--- src/rtl/skl_g2l_pkg.sv ---
// Types, constants and helper functions of the skeleton rotation core.
package skl_g2l_pkg;

    localparam int COMP_W    = 16;
    localparam int FRAC_BITS = COMP_W - 2;
    localparam logic [5:0] COUNT_MAX = 6'd63;

    // Component selects of a quaternion.
    localparam logic [1:0] C_X = 2'd0;
    localparam logic [1:0] C_Y = 2'd1;
    localparam logic [1:0] C_Z = 2'd2;
    localparam logic [1:0] C_W = 2'd3;

    // Accumulator destinations.
    localparam logic [2:0] D_H0 = 3'd0;
    localparam logic [2:0] D_H1 = 3'd1;
    localparam logic [2:0] D_H2 = 3'd2;
    localparam logic [2:0] D_H3 = 3'd3;
    localparam logic [2:0] D_N  = 3'd4;

    localparam logic [4:0] MAC_STEPS = 5'd20;

    typedef struct packed {
        logic signed [COMP_W-1:0] x;
        logic signed [COMP_W-1:0] y;
        logic signed [COMP_W-1:0] z;
        logic signed [COMP_W-1:0] w;
    } quat_t;

    typedef struct packed {
        logic [4:0]               joint_index;
        logic [4:0]               parent_index;
        logic signed [COMP_W-1:0] qx;
        logic signed [COMP_W-1:0] qy;
        logic signed [COMP_W-1:0] qz;
        logic signed [COMP_W-1:0] qw;
        logic                     frame_end;
    } item_t;

    typedef struct packed {
        logic [4:0]               out_joint;
        logic signed [COMP_W-1:0] lx;
        logic signed [COMP_W-1:0] ly;
        logic signed [COMP_W-1:0] lz;
        logic signed [COMP_W-1:0] lw;
        logic                     run_end;
        logic                     count_error;
    } result_t;

    // Table write request from the front end.
    typedef struct packed {
        logic       en;
        logic [4:0] joint;
        logic [4:0] parent;
        quat_t      q;
    } wr_t;

    // One finished frame handed to the back end.
    typedef struct packed {
        logic       err;
        logic [5:0] total;
    } job_t;

    // One multiply-accumulate step: p.a times (p or g).b, added or subtracted.
    typedef struct packed {
        logic [1:0] a;
        logic [1:0] b;
        logic       use_p;
        logic       neg;
        logic [2:0] dst;
    } mac_term_t;

    function automatic logic signed [COMP_W-1:0] comp_sel(quat_t q, logic [1:0] s);
        logic signed [COMP_W-1:0] v;
        unique case (s)
            C_X: v = q.x;
            C_Y: v = q.y;
            C_Z: v = q.z;
            C_W: v = q.w;
            default: v = q.w;
        endcase
        return v;
    endfunction

    // conj(P) * G expanded on the parent components, followed by |P|^2.
    function automatic mac_term_t mac_term(logic [4:0] k);
        mac_term_t t;
        unique case (k)
            5'd0:  t = '{a: C_W, b: C_X, use_p: 1'b0, neg: 1'b0, dst: D_H0};
            5'd1:  t = '{a: C_X, b: C_W, use_p: 1'b0, neg: 1'b1, dst: D_H0};
            5'd2:  t = '{a: C_Y, b: C_Z, use_p: 1'b0, neg: 1'b1, dst: D_H0};
            5'd3:  t = '{a: C_Z, b: C_Y, use_p: 1'b0, neg: 1'b0, dst: D_H0};
            5'd4:  t = '{a: C_W, b: C_Y, use_p: 1'b0, neg: 1'b0, dst: D_H1};
            5'd5:  t = '{a: C_Y, b: C_W, use_p: 1'b0, neg: 1'b1, dst: D_H1};
            5'd6:  t = '{a: C_Z, b: C_X, use_p: 1'b0, neg: 1'b1, dst: D_H1};
            5'd7:  t = '{a: C_X, b: C_Z, use_p: 1'b0, neg: 1'b0, dst: D_H1};
            5'd8:  t = '{a: C_W, b: C_Z, use_p: 1'b0, neg: 1'b0, dst: D_H2};
            5'd9:  t = '{a: C_Z, b: C_W, use_p: 1'b0, neg: 1'b1, dst: D_H2};
            5'd10: t = '{a: C_X, b: C_Y, use_p: 1'b0, neg: 1'b1, dst: D_H2};
            5'd11: t = '{a: C_Y, b: C_X, use_p: 1'b0, neg: 1'b0, dst: D_H2};
            5'd12: t = '{a: C_W, b: C_W, use_p: 1'b0, neg: 1'b0, dst: D_H3};
            5'd13: t = '{a: C_X, b: C_X, use_p: 1'b0, neg: 1'b0, dst: D_H3};
            5'd14: t = '{a: C_Y, b: C_Y, use_p: 1'b0, neg: 1'b0, dst: D_H3};
            5'd15: t = '{a: C_Z, b: C_Z, use_p: 1'b0, neg: 1'b0, dst: D_H3};
            5'd16: t = '{a: C_X, b: C_X, use_p: 1'b1, neg: 1'b0, dst: D_N};
            5'd17: t = '{a: C_Y, b: C_Y, use_p: 1'b1, neg: 1'b0, dst: D_N};
            5'd18: t = '{a: C_Z, b: C_Z, use_p: 1'b1, neg: 1'b0, dst: D_N};
            5'd19: t = '{a: C_W, b: C_W, use_p: 1'b1, neg: 1'b0, dst: D_N};
            default: t = '{a: C_W, b: C_W, use_p: 1'b1, neg: 1'b0, dst: D_N};
        endcase
        return t;
    endfunction

endpackage

--- src/rtl/skl_g2l_jobq.sv ---
// Two-entry queue of frame jobs between the front and back ends.
module skl_g2l_jobq (
    input  logic               clk,
    input  logic               rst_n,
    input  logic               push,
    input  skl_g2l_pkg::job_t  push_job,
    input  logic               pop,
    output logic               job_valid,
    output skl_g2l_pkg::job_t  job
);

    skl_g2l_pkg::job_t entry_reg [2];
    logic              wp_reg;
    logic              rp_reg;
    logic [1:0]        cnt_reg;
    logic              do_push;
    logic              do_pop;

    assign job_valid = cnt_reg != 2'd0;
    assign job       = entry_reg[rp_reg];
    assign do_push   = push && (cnt_reg != 2'd2);
    assign do_pop    = pop && job_valid;

    always_ff @(posedge clk)
    begin
        if (do_push)
        begin
            entry_reg[wp_reg] <= push_job;
        end
    end

    always_ff @(posedge clk or negedge rst_n)
    begin
        if (!rst_n)
        begin
            wp_reg  <= 1'b0;
            rp_reg  <= 1'b0;
            cnt_reg <= 2'd0;
        end
        else
        begin
            if (do_push)
            begin
                wp_reg <= ~wp_reg;
            end
            if (do_pop)
            begin
                rp_reg <= ~rp_reg;
            end
            cnt_reg <= cnt_reg + {1'b0, do_push} - {1'b0, do_pop};
        end
    end

endmodule

--- config.mk ---
export PLATFORM = sky130hd
export DESIGN_NAME = skl_g2l_jobq
export DESIGN_NICKNAME = d
export VERILOG_FILES = /design/src/rtl/skl_g2l_pkg.sv /design/src/rtl/skl_g2l_jobq.sv
export SDC_FILE = /design/constraint.sdc
export NUM_CORES = 1
export LEC_CHECK = 0
export ABC_AREA = 0
export BUFFER_PORTS_ARGS = -buffer_cell sky130_fd_sc_hd__buf_2
export CAP_MARGIN = 40
export CORE_MARGIN = 2
export CORE_UTILIZATION = 40
export DETAILED_ROUTE_END_ITERATION = 8
export PLACE_DENSITY = 0.66
export SLEW_MARGIN = 20
export SYNTH_ARGS = -nofsm -noshare
export SYNTH_HDL_FRONTEND = slang
export SYNTH_SLANG_ARGS = --single-unit
--- constraint.sdc ---
create_clock -name clk -period 1.6 [get_ports clk]
set_input_delay 0.16 -clock clk [delete_from_list [all_inputs] [get_ports clk]]
set_output_delay 0.16 -clock clk [all_outputs]
set_load 0.005 [all_outputs]
# Word-level counts from Yosys, hierarchy flattened

Memories as Yosys holds them, arrays and structs flattened.
Cells that the tools add are included.

Muxes and demuxes: 2
Eq/ne operators: 1
$add $sub $neg: 2
Bitwise logic cells: 2
Reduce and logical (&&, ||, !) cells: 3

Operator list:

| cell                                        | number |
|---|---|
| 2-bit by 1-bit adder with 2-bit output      | 1 |
| 1-bit logical AND                           | 2 |
| 1-bit two-way mux                           | 2 |
| 2-bit != test, second input constant        | 1 |
| 1-bit inverter                              | 2 |
| 2-bit nonzero test                          | 1 |
| 2-bit by 1-bit subtractor with 2-bit output | 1 |

Input port bits: 11
Bits in writable memories: 14
Logic and storage cells: 14
Memories kept: 1
Output and inout port bits: 8
Register bits: 4

Memory list:

| memory    | words | bits a word | read ports | clocked after memory_dff | wr ports | RTL line           | RTL |
|---|---|---|---|---|---|---|---|
| entry_reg | 2     | 7           | 1          | 0                        | 1        | skl_g2l_jobq.sv:12 | `skl_g2l_pkg::job_t entry_reg [2];` |

# Depth between registers and ports, before layout

Depth in word-level cells: 4
Depth in mapped cells: 7
Depth with buffers taken out: 7

# Least setup slack after synthesis

Ideal clock, no wire load.

Kind: flip-flop to flip-flop
Start: register cnt_reg[1]
End: register cnt_reg[1]
Setup slack: -25 ps
Library setup time: 123 ps
Path buffers: 0
Period minus slack after synthesis: 1625 ps
Data arrival time: 1503 ps
Cell stages (with the launch flop): 8
Data required time: 1477 ps
Path through: dfrtp_1 -> or2_4 -> and2_4 -> ha_1 -> inv_1 -> ha_1 -> xnor2_1 -> xnor2_1

Elaborated cells between the ends (all ways): 6
Those cells by class: 2 x add/sub; 1 x eq/ne; 3 x reduce/logical

RTL lines:

| element                                     | RTL line           | RTL |
|---|---|---|
| start, declared                             | skl_g2l_jobq.sv:15 | `logic [1:0] cnt_reg;` |
| start signal, assigned                      | skl_g2l_jobq.sv:50 | `cnt_reg <= cnt_reg + {1'b0, do_push} - {1'b0, do_pop};` |
| 2-bit nonzero test                          | skl_g2l_jobq.sv:19 | `assign job_valid = cnt_reg != 2'd0;` |
| named net job_valid                         | skl_g2l_jobq.sv:8  | `output logic job_valid,` |
| 1-bit logical AND                           | skl_g2l_jobq.sv:22 | `assign do_pop = pop && job_valid;` |
| named net do_pop                            | skl_g2l_jobq.sv:17 | `logic do_pop;` |
| 2-bit by 1-bit subtractor with 2-bit output | skl_g2l_jobq.sv:50 |  |

The timed path passes the listed nets, and every way through them passes these cells.
A chain may end at the register's enable or synchronous reset.

# Final worst setup path

Start: register cnt_reg[0]
End: register cnt_reg[1]

Elaborated cells between the ends (all ways): 6
Those cells by class: 2 x add/sub; 1 x eq/ne; 3 x reduce/logical

RTL lines:

| element                                     | RTL line |
|---|---|
| 2-bit nonzero test                          | skl_g2l_jobq.sv:19 |
| 1-bit logical AND                           | skl_g2l_jobq.sv:22 |
| named net do_pop                            | skl_g2l_jobq.sv:17 |
| 2-bit by 1-bit subtractor with 2-bit output | skl_g2l_jobq.sv:50 |

The timed path passes the listed nets, and every way through them passes these cells.

==> metrics.txt <==
Antenna diodes 0; DP Wirelength 786 µm; CP Data Arrival Time 1.76 ns; clock latency on the worst-skew pair 0.28 ns; Post-Syn Area 716 µm²; Mapped Cells 40; GRT Util Overall 10.8%; post-layout util 55.0%; Critical Path Most Common Cell ha_4; VDD IR max 0.922 mV; TNS Setup 0 ns; Num CTS Buffers 3; Sequential Area 520 µm²; HP Class in -> reg; Critical Path RT 1.77 ns; Clock transition at path regs 0.10 ns; most frequent cells in the layout buf_2, edfxtp_1, mux2_2; max reg flops 14; CTS sink count 18; Root Buffer clkbuf_4; grt ovf 0; # DRC 0; crit path capture type flip-flop; Rel. slew slack 61.6%; register bit total from synthesis 18; max incr delay on CP 0.39 ns; final worst path period share 99.0%; leakage power 0.383 nW; Synth area leaders edfxtp_1, dfrtp_1, mux2_2, xnor2_1, ha_1; endpoints failing hold 0; Final setup viols 0; outcome finished, final reports clean; Port Buffers 18; Synth top area share 58.7%; skew final 0.00197 ns; Die Wd 46.3 µm; CTS HTree Levels 1; crit path time final 1.58 ns; Core ar. 0.00171 mm²; most common cell after layout, fill and taps aside buf_2; slowest CP cell dfrtp_1; initial core utilization 41.9%; io pins 19; drt via density 4.33; Die Area 0.00214 mm²; die span in y 46.3 µm; pwr dens 1690 mW/mm²; synth warn 0; GPL Wtd Cong 0.671; largest net degree at the start of global routing 11; CTS tree yes; final-report max-slew violation count 0; Seq/Total Area, Yosys 72.7%; RSZ-0062 raised after global routing true; Filler cells 146; initial antenna violation count 0; Yosys cell types 12; Multi-input gate area 205 µm²; Syn Nets 53; Routed WL 1070 µm; drt initial violations 1; CP Class reg -> reg; wire per inst 11.5 µm; final antenna-violating net count 0; Cells after DPL 85; Cell Chain, Critical Path or2_4 > and2_4 > ha_4 > inv_2 > ha_4 > xnor2_2 > xnor2_1; Detailed Routing Iterations Pass 1 3; Vias 403; fmax 631 MHz; fin cells 93; Setup crit start kind flip-flop; vias in the first global route 393; Avg Cell Area, Syn 17.9 µm²; MaxCap Viol Count 0; share of cells above drive strength 1 60.3%; Nets 82; crit-path max FO 2; Worst Tran Pin Value 0.575 ns; synth-to-layout area growth 31.3%; Site Rows 15; first-pass GRT wire length 1560 µm; Yosys top cell by area edfxtp_1; clk buf depth 2
area by class of cell:
type | count | share of cell area (%)
inverter | 3 | 1.20
timing repair buffer | 25 | 15.4
multi-input combinational | 18 | 21.8
clock buffer | 3 | 2.40
clock inverter | 1 | 0.399
tap | 25 | 3.33
sequential | 18 | 55.4
stage by stage:
stage               total power [mW]  area (µm²)  hold slack [ns]  worst slack, ns
floorplan                       1.13         738           -0.136          0.00326
global placement                1.30         871          -0.0271          -0.0310
detailed placement              1.31         871          -0.0253          -0.0393
CTS                             1.59         925           0.0522          0.00309
global route                    1.71         940           0.0504          -0.0642
finish                          1.59         940           0.0641           0.0159
final timing paths:
| check | from | to | slack [ns] | cells after the start |
|---|---|---|---|---|
| hold reg to reg | wp_reg | wp_reg | 0.51 | 1 |
| min in group asynchronous | rst_n | wp_reg | 0.20 | 2 |
| max in group asynchronous | rst_n | cnt_reg[1] | 1.28 | 2 |
| hold / removal | push_job[4] | entry_reg[1][4] | 0.06 | 1 |
| setup reg to reg | cnt_reg[0] | cnt_reg[1] | 0.02 | 7 |
| setup / recovery | cnt_reg[0] | cnt_reg[1] | 0.02 | 7 |
power breakdown:
group	internal, mW	total, mW	switching, mW
Sequential	0.657	0.733	0.0763
Clock	0.0904	0.218	0.127
Combinational	0.384	0.640	0.256
routing by layer:
layer | GRT usage, % | part of all wire [%]
met5 | 0 | 0
met4 | 6.86 | 0.47
met3 | 2.75 | 4.3
met2 | 18.6 | 53
met1 | 11.7 | 42
cell usage after synthesis:
| cell type | n |
|---|---|
| edfxtp_1 | 14 |
| mux2_2 | 7 |
| dfrtp_1 | 4 |
| inv_1 | 3 |
| xnor2_1 | 3 |
| ha_1 | 2 |
| nor2_1 | 2 |
| and2_4 | 1 |
| buf_6 | 1 |
| o21ai_2 | 1 |
| or2_4 | 1 |
| xor2_1 | 1 |
kinds of logic (layout without fill, tap and decap cells):
logic type | after synthesis | after routing | synth area share [%]
adder cells (fa/ha/maj) | 2 | 2 | 3.50
AND/OR/NAND/NOR | 4 | 4 | 3.50
XOR/XNOR | 4 | 4 | 4.90
buffers and inverters | 4 | 32 | 3.15
AO/OA/AOI/OAI | 1 | 1 | 1.22
multiplexers | 7 | 7 | 11.0
flip-flops | 18 | 18 | 72.7
what timing repair did:
| item | in CTS | in global routing |
|---|---|---|
| setup endpoints to repair | 1 | 1 |
| buffers inserted | 1 | 2 |
| hold endpoints to repair | 4 | 0 |
| pin swaps | 2 | 1 |
| hold buffers | 1 | 0 |
| gates resized for setup | 2 | 0 |
worst max-delay path: cells and delay by family, from the launching register on:
family                     cells  cell delay (ns)
xor gates and xnor gates       2             0.26
adders and majority gates      2             0.40
buffers and inverters          1             0.04
DFF                            1             0.39
and+or+nand+nor                2             0.40
(Power assumes the default switching activity.)
