## config.mk

```make
export PLATFORM = sky130hd
export DESIGN_NAME = skl_g2l_front
export DESIGN_NICKNAME = d
export VERILOG_FILES = /design/src/rtl/skl_g2l_pkg.sv /design/src/rtl/skl_g2l_front.sv
export SDC_FILE = /design/constraint.sdc
export NUM_CORES = 1
export LEC_CHECK = 0
export ABC_CLOCK_PERIOD_IN_PS = 3600
export BUFFER_PORTS_ARGS = -buffer_cell sky130_fd_sc_hd__buf_4
export CAP_MARGIN = 20
export CORE_MARGIN = 2
export CORE_UTILIZATION = 34
export CTS_CLUSTER_DIAMETER = 120
export DETAILED_ROUTE_END_ITERATION = 10
export MAX_ROUTING_LAYER = met4
export PLACE_DENSITY = 0.95
export SETUP_SLACK_MARGIN = 0.4
export SYNTH_ARGS = -nofsm -noshare
export SYNTH_HDL_FRONTEND = slang
export SYNTH_SLANG_ARGS = --single-unit
```

## constraint.sdc

```tcl
create_clock -name clk -period 3.6 [get_ports clk]
set_clock_uncertainty 0.15 [all_clocks]
set_input_delay 0.9 -clock clk [delete_from_list [all_inputs] [get_ports clk]]
set_output_delay 0.9 -clock clk [all_outputs]
set_load 0.05 [all_outputs]
```

## src/rtl/skl_g2l_pkg.sv

```systemverilog
// Types, constants and helper functions of the skeleton rotation core.
package skl_g2l_pkg;

    localparam int COMP_W    = 16;
    localparam int FRAC_BITS = COMP_W - 2;
    localparam logic [5:0] COUNT_MAX = 6'd63;

    // Component selects of a quaternion.
    localparam logic [1:0] C_X = 2'd0;
    localparam logic [1:0] C_Y = 2'd1;
    localparam logic [1:0] C_Z = 2'd2;
    localparam logic [1:0] C_W = 2'd3;

    // Accumulator destinations.
    localparam logic [2:0] D_H0 = 3'd0;
    localparam logic [2:0] D_H1 = 3'd1;
    localparam logic [2:0] D_H2 = 3'd2;
    localparam logic [2:0] D_H3 = 3'd3;
    localparam logic [2:0] D_N  = 3'd4;

    localparam logic [4:0] MAC_STEPS = 5'd20;

    typedef struct packed {
        logic signed [COMP_W-1:0] x;
        logic signed [COMP_W-1:0] y;
        logic signed [COMP_W-1:0] z;
        logic signed [COMP_W-1:0] w;
    } quat_t;

    typedef struct packed {
        logic [4:0]               joint_index;
        logic [4:0]               parent_index;
        logic signed [COMP_W-1:0] qx;
        logic signed [COMP_W-1:0] qy;
        logic signed [COMP_W-1:0] qz;
        logic signed [COMP_W-1:0] qw;
        logic                     frame_end;
    } item_t;

    typedef struct packed {
        logic [4:0]               out_joint;
        logic signed [COMP_W-1:0] lx;
        logic signed [COMP_W-1:0] ly;
        logic signed [COMP_W-1:0] lz;
        logic signed [COMP_W-1:0] lw;
        logic                     run_end;
        logic                     count_error;
    } result_t;

    // Table write request from the front end.
    typedef struct packed {
        logic       en;
        logic [4:0] joint;
        logic [4:0] parent;
        quat_t      q;
    } wr_t;

    // One finished frame handed to the back end.
    typedef struct packed {
        logic       err;
        logic [5:0] total;
    } job_t;

    // One multiply-accumulate step: p.a times (p or g).b, added or subtracted.
    typedef struct packed {
        logic [1:0] a;
        logic [1:0] b;
        logic       use_p;
        logic       neg;
        logic [2:0] dst;
    } mac_term_t;

    function automatic logic signed [COMP_W-1:0] comp_sel(quat_t q, logic [1:0] s);
        logic signed [COMP_W-1:0] v;
        unique case (s)
            C_X: v = q.x;
            C_Y: v = q.y;
            C_Z: v = q.z;
            C_W: v = q.w;
            default: v = q.w;
        endcase
        return v;
    endfunction

    // conj(P) * G expanded on the parent components, followed by |P|^2.
    function automatic mac_term_t mac_term(logic [4:0] k);
        mac_term_t t;
        unique case (k)
            5'd0:  t = '{a: C_W, b: C_X, use_p: 1'b0, neg: 1'b0, dst: D_H0};
            5'd1:  t = '{a: C_X, b: C_W, use_p: 1'b0, neg: 1'b1, dst: D_H0};
            5'd2:  t = '{a: C_Y, b: C_Z, use_p: 1'b0, neg: 1'b1, dst: D_H0};
            5'd3:  t = '{a: C_Z, b: C_Y, use_p: 1'b0, neg: 1'b0, dst: D_H0};
            5'd4:  t = '{a: C_W, b: C_Y, use_p: 1'b0, neg: 1'b0, dst: D_H1};
            5'd5:  t = '{a: C_Y, b: C_W, use_p: 1'b0, neg: 1'b1, dst: D_H1};
            5'd6:  t = '{a: C_Z, b: C_X, use_p: 1'b0, neg: 1'b1, dst: D_H1};
            5'd7:  t = '{a: C_X, b: C_Z, use_p: 1'b0, neg: 1'b0, dst: D_H1};
            5'd8:  t = '{a: C_W, b: C_Z, use_p: 1'b0, neg: 1'b0, dst: D_H2};
            5'd9:  t = '{a: C_Z, b: C_W, use_p: 1'b0, neg: 1'b1, dst: D_H2};
            5'd10: t = '{a: C_X, b: C_Y, use_p: 1'b0, neg: 1'b1, dst: D_H2};
            5'd11: t = '{a: C_Y, b: C_X, use_p: 1'b0, neg: 1'b0, dst: D_H2};
            5'd12: t = '{a: C_W, b: C_W, use_p: 1'b0, neg: 1'b0, dst: D_H3};
            5'd13: t = '{a: C_X, b: C_X, use_p: 1'b0, neg: 1'b0, dst: D_H3};
            5'd14: t = '{a: C_Y, b: C_Y, use_p: 1'b0, neg: 1'b0, dst: D_H3};
            5'd15: t = '{a: C_Z, b: C_Z, use_p: 1'b0, neg: 1'b0, dst: D_H3};
            5'd16: t = '{a: C_X, b: C_X, use_p: 1'b1, neg: 1'b0, dst: D_N};
            5'd17: t = '{a: C_Y, b: C_Y, use_p: 1'b1, neg: 1'b0, dst: D_N};
            5'd18: t = '{a: C_Z, b: C_Z, use_p: 1'b1, neg: 1'b0, dst: D_N};
            5'd19: t = '{a: C_W, b: C_W, use_p: 1'b1, neg: 1'b0, dst: D_N};
            default: t = '{a: C_W, b: C_W, use_p: 1'b1, neg: 1'b0, dst: D_N};
        endcase
        return t;
    endfunction

endpackage

```

## src/rtl/skl_g2l_front.sv

```systemverilog
// Front end: accepts joint items, counts the frame and issues frame jobs.
module skl_g2l_front #(
    parameter int MAX_JOINTS = 32
) (
    input  logic                clk,
    input  logic                rst_n,
    input  logic                item_valid,
    output logic                item_stall,
    input  skl_g2l_pkg::item_t  item,
    input  logic                cfg_valid,
    output logic                cfg_ready,
    input  logic [5:0]          cfg_data,
    input  logic                job_pending,
    input  logic                back_busy,
    output skl_g2l_pkg::wr_t    wr,
    output logic                job_push,
    output skl_g2l_pkg::job_t   job
);

    logic [5:0] total_reg;
    logic [5:0] count_reg;
    logic [5:0] count_next;
    logic       accept;

    // The table belongs to one frame at a time.
    assign item_stall = job_pending | back_busy;
    assign cfg_ready  = 1'b1;
    assign accept     = item_valid & ~item_stall;

    assign count_next = (count_reg == skl_g2l_pkg::COUNT_MAX) ? count_reg : count_reg + 6'd1;

    assign wr.en     = accept;
    assign wr.joint  = item.joint_index;
    assign wr.parent = item.parent_index;
    assign wr.q      = '{x: item.qx, y: item.qy, z: item.qz, w: item.qw};

    assign job_push  = accept & item.frame_end;
    assign job.total = total_reg;
    assign job.err   = (count_next != total_reg) || (total_reg == 6'd0)
                       || ({1'b0, total_reg} > 7'(MAX_JOINTS));

    always_ff @(posedge clk or negedge rst_n)
    begin
        if (!rst_n)
        begin
            total_reg <= 6'd1;
            count_reg <= 6'd0;
        end
        else
        begin
            if (cfg_valid && cfg_ready)
            begin
                total_reg <= cfg_data;
            end
            if (accept)
            begin
                count_reg <= item.frame_end ? 6'd0 : count_next;
            end
        end
    end

endmodule

```

# Word level (Yosys, flattened, before mapping)
# Index checks and enable logic that the tools add are counted.
[op_classes] n_reduce_logical=3 addsub=1 mux=2 n_eq_ne=2 magnitude_cmp=1 mul=0 div_mod_pow=0 n_shift=0 bitwise_logic=4
[ops] op="$mux 6" n=2
[ops] op="$add 6x1->6 const B" n=1
[ops] op="$eq 6x6->1 const B" n=1
[ops] op="$gt 6x6->1 const B" n=1
[ops] op="$logic_not 6->1" n=1
[ops] op="$ne 6x6->1" n=1
[ops] op="$and 1x1->1" n=2
[ops] op="$logic_or 1x1->1" n=2
[ops] op="$not 1->1" n=1
[ops] op="$or 1x1->1" n=1
[word_totals] elab_cells=15 mem_bits_ro=0 ram_bits=0 output_inout_bits=85 register_bits=12 memories=0 in_bits=87 latch_bits=0

# Logic depth before layout (Yosys ltp)
[logic_depth] ltp_word=5 depth_mapped=6 depth_no_buf=6

# Worst setup path after synthesis
# No wires, ideal clock.
[synth_timing] kind="flip-flop to output port" from="register total_reg[1]" to="output port job[6] (netlist bit)" path_slack_ps=641 t_arrival_ps=1909 path_stages_with_launch=6 required_time_ps=2550 n_path_buf=0 path_cell_list="dfrtp_1 > or4_1 > nor2_1 > nand2_1 > mux2i_1 > nand4_1"
[synth_lines] element="from (decl)" line="skl_g2l_front.sv:20" rtl="logic [5:0] total_reg;"
[synth_lines] element="from (signal assigned)" line="skl_g2l_front.sv:53" rtl="total_reg <= cfg_data;"
[synth_lines] element="to (decl)" line="skl_g2l_front.sv:17" rtl="output skl_g2l_pkg::job_t job"

==> results_tabular.tex <==
\begin{tabular}{lr}
\hline
Metric & Value \\
\hline
\multicolumn{2}{l}{\textbf{Critical path}} \\
Worst r2r src & count\_reg[0] \\
Endpoint of the lowest-slack register-to-register path & count\_reg[1] \\
Required @ worst endpoint & 2.55 ns \\
Slowest cell on the critical path & sky130\_fd\_sc\_hd\_\_dfrtp\_1 \\
Critical path's top delay family & simple AND/OR/NAND/NOR gates \\
Crit. End Element & output port \\
Kind of start point of the critical path & flip-flop \\
Delay of the slowest cell on the worst path & 0.47 ns \\
Count of buffer and inverter cells on the critical path & 1 \\
Flop2flop setup slack & 1.93 ns \\
Depth of the worst register-to-register path & 5 \\
Kind of critical path & flip-flop to output port \\
Arrival time reported for the critical path endpoint & 2.00 ns \\
Critical path cell sequence & ha\_1, and3\_1, nand3\_2, a32oi\_1, nand4\_1, buf\_4 \\
Worst setup path startpoint & count\_reg[0] \\
CP Max Fanout & 8 \\
\multicolumn{2}{l}{\textbf{Floorplanning}} \\
Core Area & 3690 um2 \\
Horizontal die dimension & 66.2 um \\
Number of top-level pins & 172 \\
Initial core utilization & 35.6\% \\
Std cell rows & 22 \\
Die ar. & 4380 um2 \\
Die Ht & 66.2 um \\
\multicolumn{2}{l}{\textbf{Synthesis}} \\
Mux share of post-synthesis cell area & 6.67\% \\
Synthesized-area fraction occupied by adder cells & 0.952\% \\
Synthesized-area fraction occupied by xor and xnor cells & 3.33\% \\
Leading area contributor after synthesis & sky130\_fd\_sc\_hd\_\_buf\_4 \\
Yosys top cell area share & 44.0\% \\
Primary flip-flop cell chosen by synthesis mapping & sky130\_fd\_sc\_hd\_\_dfrtp\_1 \\
Synth Area in Simple Gates & 12.1\% \\
Number of instances in the synthesized netlist & 159 \\
Dominant cells by area after synthesis & sky130\_fd\_sc\_hd\_\_buf\_4 (44\%), sky130\_fd\_sc\_hd\_\_dfrtp\_1 (21\%), sky130\_fd\_sc\_hd\_\_mux2\_2 (5.1\%), sky130\_fd\_sc\_hd\_\_a21oi\_1 (2.7\%), sky130\_fd\_sc\_hd\_\_nor2\_1 (2.6\%) \\
Dominant combinational cell family by area after synthesis & buffers and inverters \\
Count of flip-flops with a built-in enable after synthesis & 0 \\
Mean area per synthesized cell & 8.26 um2 \\
Async set-or-reset flop fraction in the synthesized netlist & 100\% \\
Yosys warning total & 0 \\
Net count of the mapped netlist & 247 \\
Library cells used by synthesis & 32 \\
Sequential cell area fraction in the yosys report & 23.0\% \\
Post-Synthesis Cell Area & 1310 um2 \\
Flops \& latches, synth & 12 \\
Share of the synthesized area in compound gates (AO/OA/AOI/OAI) & 7.90\% \\
\multicolumn{2}{l}{\textbf{Clock tree}} \\
Insertion delay of the later-clocked pin in the worst-skew pair & 0.25 ns \\
Level count of the clock H-tree & 1 \\
Number of clock sinks seen by CTS & 12 \\
Root Buffer & sky130\_fd\_sc\_hd\_\_clkbuf\_8 \\
CTS tree & yes \\
Clk pin slew, worst setup/hold paths & 0.06 ns \\
Bufs on Longest Clock Path & 2 \\
Number of buffers added to fix hold violations after cts & 0 \\
Buffer count from post-CTS setup fixing & 0 \\
Number of buffers inserted during clock tree synthesis & 3 \\
PostCTS Resize Cnt & 0 \\
\multicolumn{2}{l}{\textbf{Finish}} \\
Proportion of layout cells with a drive suffix above 1 & 33.0\% \\
Layout Cells excl Fill & 154 \\
Antenna diodes & 0 \\
Area growth from synthesis to final layout & -24.1\% \\
Net count reported at finish & 195 \\
\multicolumn{2}{l}{\textbf{Placement}} \\
\# port buffers & 22 \\
HPWL after detailed placement & 1640 um \\
Placed Instances & 150 \\
Gpl congestion & 0.738 \\
\multicolumn{2}{l}{\textbf{Routing}} \\
Number of vias in the routed layout & 775 \\
Count of antenna-violating nets left after detailed routing & 0 \\
Post-detailed-route wirelength per cell & 13.7 um \\
Drt drc & 0 \\
Initial DRT Pass Iterations & 4 \\
Number of vias per cell after detailed routing & 5.03 \\
Wire length reported by the detailed router & 2110 um \\
Violation count after the first detailed-routing iteration & 32 \\
\multicolumn{2}{l}{\textbf{STA}} \\
Period utilisation layout & 84.7\% \\
Setup repair after global routing missed its margin & false \\
Final setup violation count & 0 \\
Fin. max-slew vios & 0 \\
Total Negative Setup Slacks & 0 ns \\
Count of endpoints failing hold in the final timing report & 0 \\
Min Clock Period, post-route & 3.05 ns \\
Max Clock Freq & 328 MHz \\
\multicolumn{2}{l}{\textbf{Pwr}} \\
Ratio of total power to cell area & 429 nW/um2 \\
Leak Pwr & 0.448 nW \\
Largest vdd supply drop & 0.231 mV \\
\multicolumn{2}{l}{\textbf{Job}} \\
Max-Cap Viols & 0 \\
\multicolumn{2}{l}{\textbf{Global route}} \\
Combined global-route utilization of all metal layers & 10.1\% \\
First-pass GRT wire length & 3220 um \\
Antenna violations before repair & 0 \\
Maximum number of pins on one net before global-route repair & 13 \\
Remaining Overflow, GRT & 0 \\
Via count of the first global-routing pass & 720 \\
\multicolumn{2}{l}{\textbf{Min path}} \\
Worst min path class & primary input to async pin \\
\multicolumn{2}{l}{\textbf{Status}} \\
Outcome & finished clean \\
\hline
\end{tabular}
-- logic make-up (layout without fill, tap and decap cells) --
family,Yosys count,in the layout
mux,8,8
flops,12,12
fa+ha+maj,1,1
simple gates,31,31
xor+xnor,5,5
compound gates,18,18
other cells,1,1
buf+inv,83,30
-- Yosys cell counts, types with 2 or more instances --
library cell               number
sky130_fd_sc_hd__o21ai_1        3
sky130_fd_sc_hd__inv_1          3
sky130_fd_sc_hd__nor2_1         9
sky130_fd_sc_hd__nand2_1        6
sky130_fd_sc_hd__xnor2_1        2
sky130_fd_sc_hd__mux2i_1        2
sky130_fd_sc_hd__nand3_1        4
sky130_fd_sc_hd__mux2_2         6
sky130_fd_sc_hd__buf_4         77
sky130_fd_sc_hd__nand3b_1       2
sky130_fd_sc_hd__nand4_1        2
sky130_fd_sc_hd__xor2_1         3
sky130_fd_sc_hd__dfrtp_1       11
sky130_fd_sc_hd__o21ai_0        3
sky130_fd_sc_hd__and3_1         3
sky130_fd_sc_hd__a21oi_1        7
-- how the worst max path moves through the flow --
stage	slack (ns)	endpoint	cells after the start
global route	0.41	job[6]	6
CTS	0.58	job[6]	6
global placement	0.78	wr[74]	5
floorplan	0.64	job[6]	5
detailed placement	0.75	wr[74]	5
finish	0.55	job[6]	6
-- routing by layer --
layer | wire [um] | vias to the layer above | GRT usage [%] | share of wire [%]
li1 | - | 342 | - | -
met1 | 770 | 354 | 9.09 | 36
met2 | 937 | 49 | 14.6 | 44
met3 | 219 | 30 | 3.24 | 10
met4 | 187 | 0 | 13.3 | 8.8
met5 | 0 | - | - | 0
-- power breakdown --
part	switching (mW)	internal [mW]
clock	0.0541	0.0783
sequential	0.0240	0.150
combinational	0.0707	0.0504
total	0.149	0.279
-- cells in the final DEF (no fill, tap or decap), types with 3 or more instances in the layout --
cell type	n
sky130_fd_sc_hd__xor2_1	3
sky130_fd_sc_hd__buf_4	22
sky130_fd_sc_hd__o21ai_1	3
sky130_fd_sc_hd__clkbuf_8	3
sky130_fd_sc_hd__dfrtp_1	11
sky130_fd_sc_hd__and3_1	3
sky130_fd_sc_hd__mux2_2	6
sky130_fd_sc_hd__inv_1	3
sky130_fd_sc_hd__nand2_1	6
sky130_fd_sc_hd__nor2_1	9
sky130_fd_sc_hd__nand3_1	4
sky130_fd_sc_hd__a21oi_1	7
sky130_fd_sc_hd__o21ai_0	3
-- metrics by stage --
step | utilization (%) | power [mW] | cell area [um2] | worst slack, ns | hold WS (ns)
2_1_floorplan | - | 0.481 | 1310 | 0.641 | 0.343
5_1_grt | 27.0 | 0.449 | 997 | 0.414 | 0.343
4_1_cts | 27.0 | 0.431 | 997 | 0.579 | 0.337
3_5_place_dp | 25.8 | 0.297 | 952 | 0.746 | 0.380
3_3_place_gp | 25.8 | 0.295 | 952 | 0.780 | 0.377
6_report | 27.0 | 0.428 | 997 | 0.551 | 0.331
-- area by class of cell --
cell class / count / area, um2
flip-flops and latches: 12 / 302
repair buffers: 22 / 165
fillers: 414 / 2690
inverters: 4 / 15.0
well taps: 48 / 60.1
clock buffers: 4 / 45.0
multi-input cells: 64 / 410
No activity file was read; power rests on OpenSTA's default activity.
